### src/rtl/core/mts_pkg.sv
package mts_pkg;

	localparam logic [1:0] ACT_PUSH  = 2'd0;
	localparam logic [1:0] ACT_POP   = 2'd1;
	localparam logic [1:0] ACT_QUERY = 2'd2;

	localparam logic [1:0] STATUS_OK    = 2'd0;
	localparam logic [1:0] STATUS_EMPTY = 2'd1;
	localparam logic [1:0] STATUS_FULL  = 2'd2;

endpackage

### src/rtl/core/mts_ram.sv
module mts_ram #(
	parameter int Depth = 64,
	parameter int Width = 34,
	localparam int AddrW = $clog2(Depth)
) (
	input  logic             clk,
	input  logic             wr_en,
	input  logic [AddrW-1:0] wr_addr,
	input  logic [Width-1:0] wr_data,
	input  logic             rd_en,
	input  logic [AddrW-1:0] rd_addr,
	output logic [Width-1:0] rd_data
);

	logic [Width-1:0] mem [Depth];

	always_ff @(posedge clk) begin
		if (wr_en) begin
			mem[wr_addr] <= wr_data;
		end
	end

	always_ff @(posedge clk) begin
		if (rd_en) begin
			rd_data <= mem[rd_addr];
		end
	end

endmodule

### src/rtl/core/min_tracking_stack.sv
// Signed stack that reports its minimum in constant time. A single minimum
// register is kept, and a value pushed below the minimum is stored in encoded
// form as twice the value minus the old minimum, so that the old minimum can be
// recovered when that entry is popped; entries are therefore two bits wider
// than the values. Every transaction returns one result with the status, the
// popped value, the decoded top, the minimum and the entry count. Push and
// query results are registered straight from the idle state. A pop that
// leaves the stack nonempty passes through the ST_POP state, because the
// new top entry is read from the entry memory, whose read data is registered;
// the top entry itself is held in a register. No clearing pass runs after reset.
module min_tracking_stack #(
	parameter int STACK_DEPTH = 64,
	parameter int VALUE_WIDTH = 32,
	localparam int CntW = $clog2(STACK_DEPTH + 1)
) (
	input  logic                          clk,
	input  logic                          arst_n,
	input  logic                          in_valid,
	output logic                          in_stall,
	input  logic [1:0]                    action,
	input  logic signed [VALUE_WIDTH-1:0] push_value,
	output logic                          out_valid,
	input  logic                          out_stall,
	output logic [1:0]                    status,
	output logic signed [VALUE_WIDTH-1:0] removed_value,
	output logic signed [VALUE_WIDTH-1:0] top_value,
	output logic signed [VALUE_WIDTH-1:0] min_value,
	output logic [CntW-1:0]               entry_count
);

	import mts_pkg::*;

	localparam int EntryW = VALUE_WIDTH + 2;
	localparam int AddrW = $clog2(STACK_DEPTH);

	typedef enum logic {
		ST_IDLE,
		ST_POP
	} state_t;

	state_t                    state_q;
	logic [CntW-1:0]           count_q;
	logic [VALUE_WIDTH-1:0]    min_q;
	logic [EntryW-1:0]         top_q;
	logic                      out_valid_q;
	logic [1:0]                status_q;
	logic [VALUE_WIDTH-1:0]    removed_q;
	logic [VALUE_WIDTH-1:0]    top_out_q;
	logic [VALUE_WIDTH-1:0]    min_out_q;
	logic [CntW-1:0]           count_out_q;

	logic                      accept;
	logic                      empty;
	logic                      full;
	logic [CntW-1:0]           count_m2;
	logic signed [EntryW-1:0]  x_ext;
	logic signed [EntryW-1:0]  min_ext;
	logic signed [EntryW-1:0]  top_ent;
	logic                      push_below;
	logic [EntryW-1:0]         push_entry;
	logic [VALUE_WIDTH-1:0]    push_min;
	logic                      pop_below;
	logic signed [EntryW-1:0]  pop_prev;
	logic [VALUE_WIDTH-1:0]    pop_removed;
	logic [VALUE_WIDTH-1:0]    pop_min;
	logic [VALUE_WIDTH-1:0]    cur_top;
	logic [VALUE_WIDTH-1:0]    push_top;
	logic [VALUE_WIDTH-1:0]    rd_top;
	logic                      wr_en;
	logic                      rd_en;
	logic [EntryW-1:0]         rd_data;

	// An entry that reads below the minimum stands for the minimum itself.
	function automatic logic [VALUE_WIDTH-1:0] decode_entry(
		input logic [EntryW-1:0] ent,
		input logic [VALUE_WIDTH-1:0] minv
	);
		logic signed [EntryW-1:0] e;
		logic signed [EntryW-1:0] m;
		e = ent;
		m = {{2{minv[VALUE_WIDTH-1]}}, minv};
		return (e < m) ? minv : ent[VALUE_WIDTH-1:0];
	endfunction

	assign in_stall = (state_q != ST_IDLE) || (out_valid_q && out_stall);
	assign accept = in_valid && !in_stall;
	assign empty = (count_q == '0);
	assign full = (count_q == CntW'(STACK_DEPTH));
	assign count_m2 = count_q - CntW'(2);

	always_comb begin
		x_ext = {{2{push_value[VALUE_WIDTH-1]}}, push_value};
		min_ext = {{2{min_q[VALUE_WIDTH-1]}}, min_q};
		top_ent = top_q;
		push_below = (x_ext < min_ext);
		if (empty) begin
			push_entry = x_ext;
			push_min = push_value;
		end else if (push_below) begin
			push_entry = (x_ext <<< 1) - min_ext;
			push_min = push_value;
		end else begin
			push_entry = x_ext;
			push_min = min_q;
		end
		pop_below = (top_ent < min_ext);
		pop_prev = (min_ext <<< 1) - top_ent;
		pop_removed = pop_below ? min_q : top_q[VALUE_WIDTH-1:0];
		pop_min = pop_below ? pop_prev[VALUE_WIDTH-1:0] : min_q;
		cur_top = decode_entry(top_q, min_q);
		push_top = decode_entry(push_entry, push_min);
		rd_top = decode_entry(rd_data, min_q);
	end

	assign wr_en = accept && (action == ACT_PUSH) && !full;
	assign rd_en = accept && (action == ACT_POP) && (count_q > CntW'(1));

	mts_ram #(
		.Depth(STACK_DEPTH),
		.Width(EntryW)
	) u_ram (
		.clk    (clk),
		.wr_en  (wr_en),
		.wr_addr(count_q[AddrW-1:0]),
		.wr_data(push_entry),
		.rd_en  (rd_en),
		.rd_addr(count_m2[AddrW-1:0]),
		.rd_data(rd_data)
	);

	always_ff @(posedge clk or negedge arst_n) begin
		if (!arst_n) begin
			state_q <= ST_IDLE;
			count_q <= '0;
			min_q <= '0;
			out_valid_q <= 1'b0;
		end else begin
			unique case (state_q)
				ST_IDLE: begin
					if (accept) begin
						if (action == ACT_PUSH) begin
							out_valid_q <= 1'b1;
							removed_q <= '0;
							if (full) begin
								status_q <= STATUS_FULL;
								top_out_q <= cur_top;
								min_out_q <= min_q;
								count_out_q <= count_q;
							end else begin
								status_q <= STATUS_OK;
								top_q <= push_entry;
								min_q <= push_min;
								count_q <= count_q + CntW'(1);
								top_out_q <= push_top;
								min_out_q <= push_min;
								count_out_q <= count_q + CntW'(1);
							end
						end else if (action == ACT_POP) begin
							if (empty) begin
								out_valid_q <= 1'b1;
								status_q <= STATUS_EMPTY;
								removed_q <= '0;
								top_out_q <= '0;
								min_out_q <= '0;
								count_out_q <= '0;
							end else begin
								status_q <= STATUS_OK;
								removed_q <= pop_removed;
								count_q <= count_q - CntW'(1);
								if (count_q == CntW'(1)) begin
									out_valid_q <= 1'b1;
									min_q <= '0;
									top_out_q <= '0;
									min_out_q <= '0;
									count_out_q <= '0;
								end else begin
									out_valid_q <= 1'b0;
									min_q <= pop_min;
									state_q <= ST_POP;
								end
							end
						end else begin
							out_valid_q <= 1'b1;
							removed_q <= '0;
							if (empty) begin
								status_q <= STATUS_EMPTY;
								top_out_q <= '0;
								min_out_q <= '0;
							end else begin
								status_q <= STATUS_OK;
								top_out_q <= cur_top;
								min_out_q <= min_q;
							end
							count_out_q <= count_q;
						end
					end else if (out_valid_q && !out_stall) begin
						out_valid_q <= 1'b0;
					end
				end
				ST_POP: begin
					top_q <= rd_data;
					top_out_q <= rd_top;
					min_out_q <= min_q;
					count_out_q <= count_q;
					out_valid_q <= 1'b1;
					state_q <= ST_IDLE;
				end
				default: begin
					state_q <= ST_IDLE;
				end
			endcase
		end
	end

	assign out_valid = out_valid_q;
	assign status = status_q;
	assign removed_value = removed_q;
	assign top_value = top_out_q;
	assign min_value = min_out_q;
	assign entry_count = count_out_q;

endmodule

### config.mk
export PLATFORM = sky130hd
export DESIGN_NAME = min_tracking_stack
export DESIGN_NICKNAME = d
export VERILOG_FILES = /design/src/rtl/core/mts_pkg.sv /design/src/rtl/core/mts_ram.sv /design/src/rtl/core/min_tracking_stack.sv
export SDC_FILE = /design/constraint.sdc
export NUM_CORES = 2
export LEC_CHECK = 0
export ABC_AREA = 1
export BUFFER_PORTS_ARGS = -buffer_cell sky130_fd_sc_hd__buf_4
export CORE_UTILIZATION = 34
export DETAILED_ROUTE_END_ITERATION = 8
export GPL_TIMING_DRIVEN = 0
export HOLD_SLACK_MARGIN = 0.1
export MAX_ROUTING_LAYER = met4
export PLACE_DENSITY = 0.49
export SYNTH_ARGS = -nofsm -noshare
export SYNTH_HDL_FRONTEND = slang
export SYNTH_SLANG_ARGS = --single-unit
### constraint.sdc
create_clock -name clk -period 10.89 [get_ports clk]
set_input_delay 3.267 -clock clk [delete_from_list [all_inputs] [get_ports clk]]
set_output_delay 3.267 -clock clk [all_outputs]
set_load 0.005 [all_outputs]
==> flow_summary.rst <==
.. list-table::
   :header-rows: 1

   * - Metric
     - Value
   * - Run status
     - finished, violations left
   * - Failing checks
     - max-capacitance violations, max-slew violations
   * - Placed cell count
     - between 10000 and 15000
   * - Routability congestion estimate
     - approximately 1.0
   * - R2R Path Start
     - count_q[0]
   * - Leading cell types in the layout, fill and taps excluded
     - sky130_fd_sc_hd__edfxtp_1 (2349), sky130_fd_sc_hd__nor2_1 (1656), sky130_fd_sc_hd__o21ai_0 (1581), sky130_fd_sc_hd__o22ai_1 (698), sky130_fd_sc_hd__clkbuf_1 (572)
   * - Final net count
     - roughly 9400
   * - Number of setup violations in the final report
     - 0
   * - Critical path start-end classification
     - reg -> reg
   * - Total count of max-transition violations in the final report
     - between 60 and 70
   * - Share of layout cells above drive strength 1
     - 10.6%
   * - GRT Overall Usage
     - between 30% and 40%
   * - Crit path max fanout
     - 37
   * - Num Clock Sinks
     - ~2400
   * - Syn_area_per_cell
     - 11.9 µm²
   * - Global route overflow
     - 0
   * - Filler Cells Inserted
     - about 28000
   * - Post-DP HPWL
     - approximately 370 mm
   * - First-pass GRT wire length
     - ~660 mm
   * - Crit path required time
     - 11570 ps
   * - Maximum buffer depth of the clock tree
     - 4
   * - Arithmetic-cell share of the synthesized area counting full adders, half adders and majority gates
     - under 10%
   * - FFs w/ async S/R, synth
     - under 10%
   * - Horizontal extent of the die
     - ~550 µm
   * - Synthesized area
     - 102000 µm²
   * - Final count of hold timing violations
     - 0
   * - Top-Level Pins
     - around 150
   * - Remaining antenna violation count
     - 0
   * - CTS tree
     - done
   * - Start point of the critical path
     - count_q[0]
   * - Number of instances in the synthesized netlist
     - around 8600
   * - Max-slew headroom
     - -10.4%
   * - Iter 0 DRT Violations
     - roughly 14000
   * - Core area
     - between 200000 and 300000 µm²
   * - Nature of the critical path startpoint
     - flip-flop
   * - Setup repair after global routing missed its margin
     - no
   * - Number of synthesized register bits
     - roughly 2400
   * - Fraction of the yosys area taken by sequential cells
     - 70.0%
   * - Most used flip-flop cell after synthesis
     - sky130_fd_sc_hd__edfxtp_1
   * - Total Routed Length
     - between 500 and 600 mm
   * - Hold path startpoint
     - out_valid
   * - Classification of the worst-slack hold path
     - reg -> reg
   * - Resized Gates After CTS
     - 0
   * - DRC violation count after routing
     - 0
   * - Std-Cell Rows
     - 200
   * - Net Count, Synth
     - between 8000 and 9000
   * - Vertical die dimension
     - ~550 µm
   * - Number of global-route vias before repair
     - between 70000 and 80000
   * - Clk root buf
     - sky130_fd_sc_hd__clkbuf_16
   * - Number of enable flip-flop cells after synthesis
     - 2349
   * - Largest family of logic cells by synthesized area
     - compound AO/OA/AOI/OAI gates
   * - Wirelength per Cell
     - roughly 37 µm
   * - Maximum number of pins on one net before global-route repair
     - 65
   * - Post-Synth Simple-Gate Area
     - under 10%
   * - Total via count after detailed routing
     - around 81000
   * - CTS Buf Count
     - ~280
   * - Clock latency reported for the late side of the worst-skew pair
     - 940 ps
   * - Setup slack on the worst flop-to-flop path
     - between 200 and 250 ps
   * - Initial antenna violation count
     - between 50 and 60
   * - Clock-pin slew reported for the worst setup and hold paths after clock tree synthesis
     - ~50 ps
   * - Final cell count without fillers
     - 13400
   * - Mux contribution to synthesized area
     - 0%
   * - Complex-gate fraction of the synthesized area
     - 14.8%
   * - Synth Area in XOR/XNOR
     - less than 1%
   * - Worst Skew
     - roughly 82 ps
   * - Number of warnings reported in the yosys synthesis log
     - 0
   * - Max Clock Freq
     - between 0.09 and 0.1 GHz
   * - Final clock period utilization by the worst path
     - 98.1%
   * - Die Footprint
     - roughly 300000 µm²
   * - CP Data Arrival Time
     - around 11000 ps
   * - Leading cell type in the layout, fill and taps excluded
     - sky130_fd_sc_hd__edfxtp_1
   * - DR vias/cell
     - 6.03
   * - Area growth from synthesis to final layout
     - 19.7%
   * - Cell type of the slowest stage on the worst timing path
     - sky130_fd_sc_hd__clkbuf_1
   * - Max-cap violations
     - 10
   * - Detailed-routing iteration count for the pre-antenna-repair pass
     - 6
   * - Initial standard-cell utilization of the core
     - between 30 and 40%
   * - Deepest level of the CTS H-tree
     - 5
   * - Crit. End Element
     - flip-flop
   * - Minimum hold slack
     - 553 ps
   * - Post-CTS setup buffers
     - 0
   * - PortBufs
     - 144
   * - Distinct cell type count of the synthesized netlist
     - 52
   * - Period minus WS final
     - 10690 ps
   * - Transition time at the pin with the least slew margin
     - approximately 1700 ps
   * - Highest cell delay on the worst timing path
     - about 900 ps
   * - Number of hold buffers added after cts
     - 0
cells in the mapped netlist (17+ instances only):
cell type,instances,share of area (%)
sky130_fd_sc_hd__buf_2,17,0.083
sky130_fd_sc_hd__o21ai_0,1602,7.8
sky130_fd_sc_hd__nand3_1,63,0.31
sky130_fd_sc_hd__edfxtp_1,2349,69
sky130_fd_sc_hd__clkbuf_1,510,1.9
sky130_fd_sc_hd__o32ai_1,72,0.62
sky130_fd_sc_hd__nand2_1,438,1.6
sky130_fd_sc_hd__ha_1,199,2.4
sky130_fd_sc_hd__buf_1,19,0.070
sky130_fd_sc_hd__a31oi_1,31,0.19
sky130_fd_sc_hd__inv_1,299,1.1
sky130_fd_sc_hd__nand4_1,21,0.13
sky130_fd_sc_hd__a21oi_1,196,0.96
sky130_fd_sc_hd__nand2_2,38,0.23
sky130_fd_sc_hd__dfrtp_1,41,1.0
sky130_fd_sc_hd__o22ai_1,698,4.3
sky130_fd_sc_hd__nand3_2,28,0.27
sky130_fd_sc_hd__nor3_1,18,0.088
sky130_fd_sc_hd__a21oi_2,27,0.23
sky130_fd_sc_hd__nor2_1,1721,6.3
sky130_fd_sc_hd__xor2_1,20,0.17
sky130_fd_sc_hd__o21ai_1,18,0.088
logic make-up after synthesis:
logic type | count (synthesis)
xor gates and xnor gates | 29
adders and majority gates | 201
and+or+nand+nor | 2362
AOI/OAI and AO/OA | 2721
DFF | 2390
buffers and inverters | 865
worst max-delay path, delay by kind of cell, from the launching register on:
family / cells / cell delay, ps
DFF: 1 / 410
buffers and inverters: 14 / 5540
AOI/OAI and AO/OA: 2 / 1110
and+or+nand+nor: 12 / 2750
adders and majority gates: 2 / 610
final cells by class:
cell class / count / area (µm²) / area share, %
sequential: 2390 / 71600 / 58.5
multi-input combinational: 5313 / 28200 / 23.1
clock buffer: 361 / 7470 / 6.11
timing repair buffer: 354 / 5490 / 4.48
tap: 3939 / 4930 / 4.03
buffer: 552 / 2140 / 1.75
clock inverter: 139 / 1260 / 1.03
inverter: 313 / 1200 / 0.985
antenna: 27 / 67.6 / 0.0552
sequential cells by signal, summed over array words and instances (netlist names):
| signal | flops |
|---|---|
| count_q | 7 |
| entry_count | 7 |
| min_q | 32 |
| min_value | 32 |
| out_valid | 1 |
| removed_value | 32 |
| state_q | 1 |
| status | 2 |
| top_ent | 34 |
| top_value | 32 |
| u_ram.mem | 2176 |
| u_ram.rd_data | 34 |
worst paths after layout:
kind / endpoint / cells past startpoint
max in group asynchronous: count_q[4] / 1
hold reg to reg: out_valid / 2
setup / recovery: top_value[10] / 30
hold / removal: out_valid / 2
min in group asynchronous: min_q[26] / 1
setup reg to reg: top_value[10] / 30
layer usage:
layer	routed length [µm]	vias up	track usage [%]
met1	197000	41100	43.2
li1	-	33000	-
met4	34800	0	19.2
met2	215000	5502	48.1
met5	0	-	-
met3	54900	1160	6.93
metrics by stage:
step / setup TNS [ps] / instance area (µm²) / util (%) / setup slack [ps]
floorplan: 0 / 102000 / - / 1120
detailed placement: 0 / 114000 / 38.1 / 120
finish: 0 / 122000 / 41.0 / 203
CTS: 0 / 122000 / 41.0 / 537
global route: 0 / 122000 / 41.0 / 76.7
global placement: -9012460 / 108000 / 36.3 / -8160
Power is left out: the tool's default activity adds up to more than one toggle a clock period on the data nets, which glitch-free logic cannot reach.
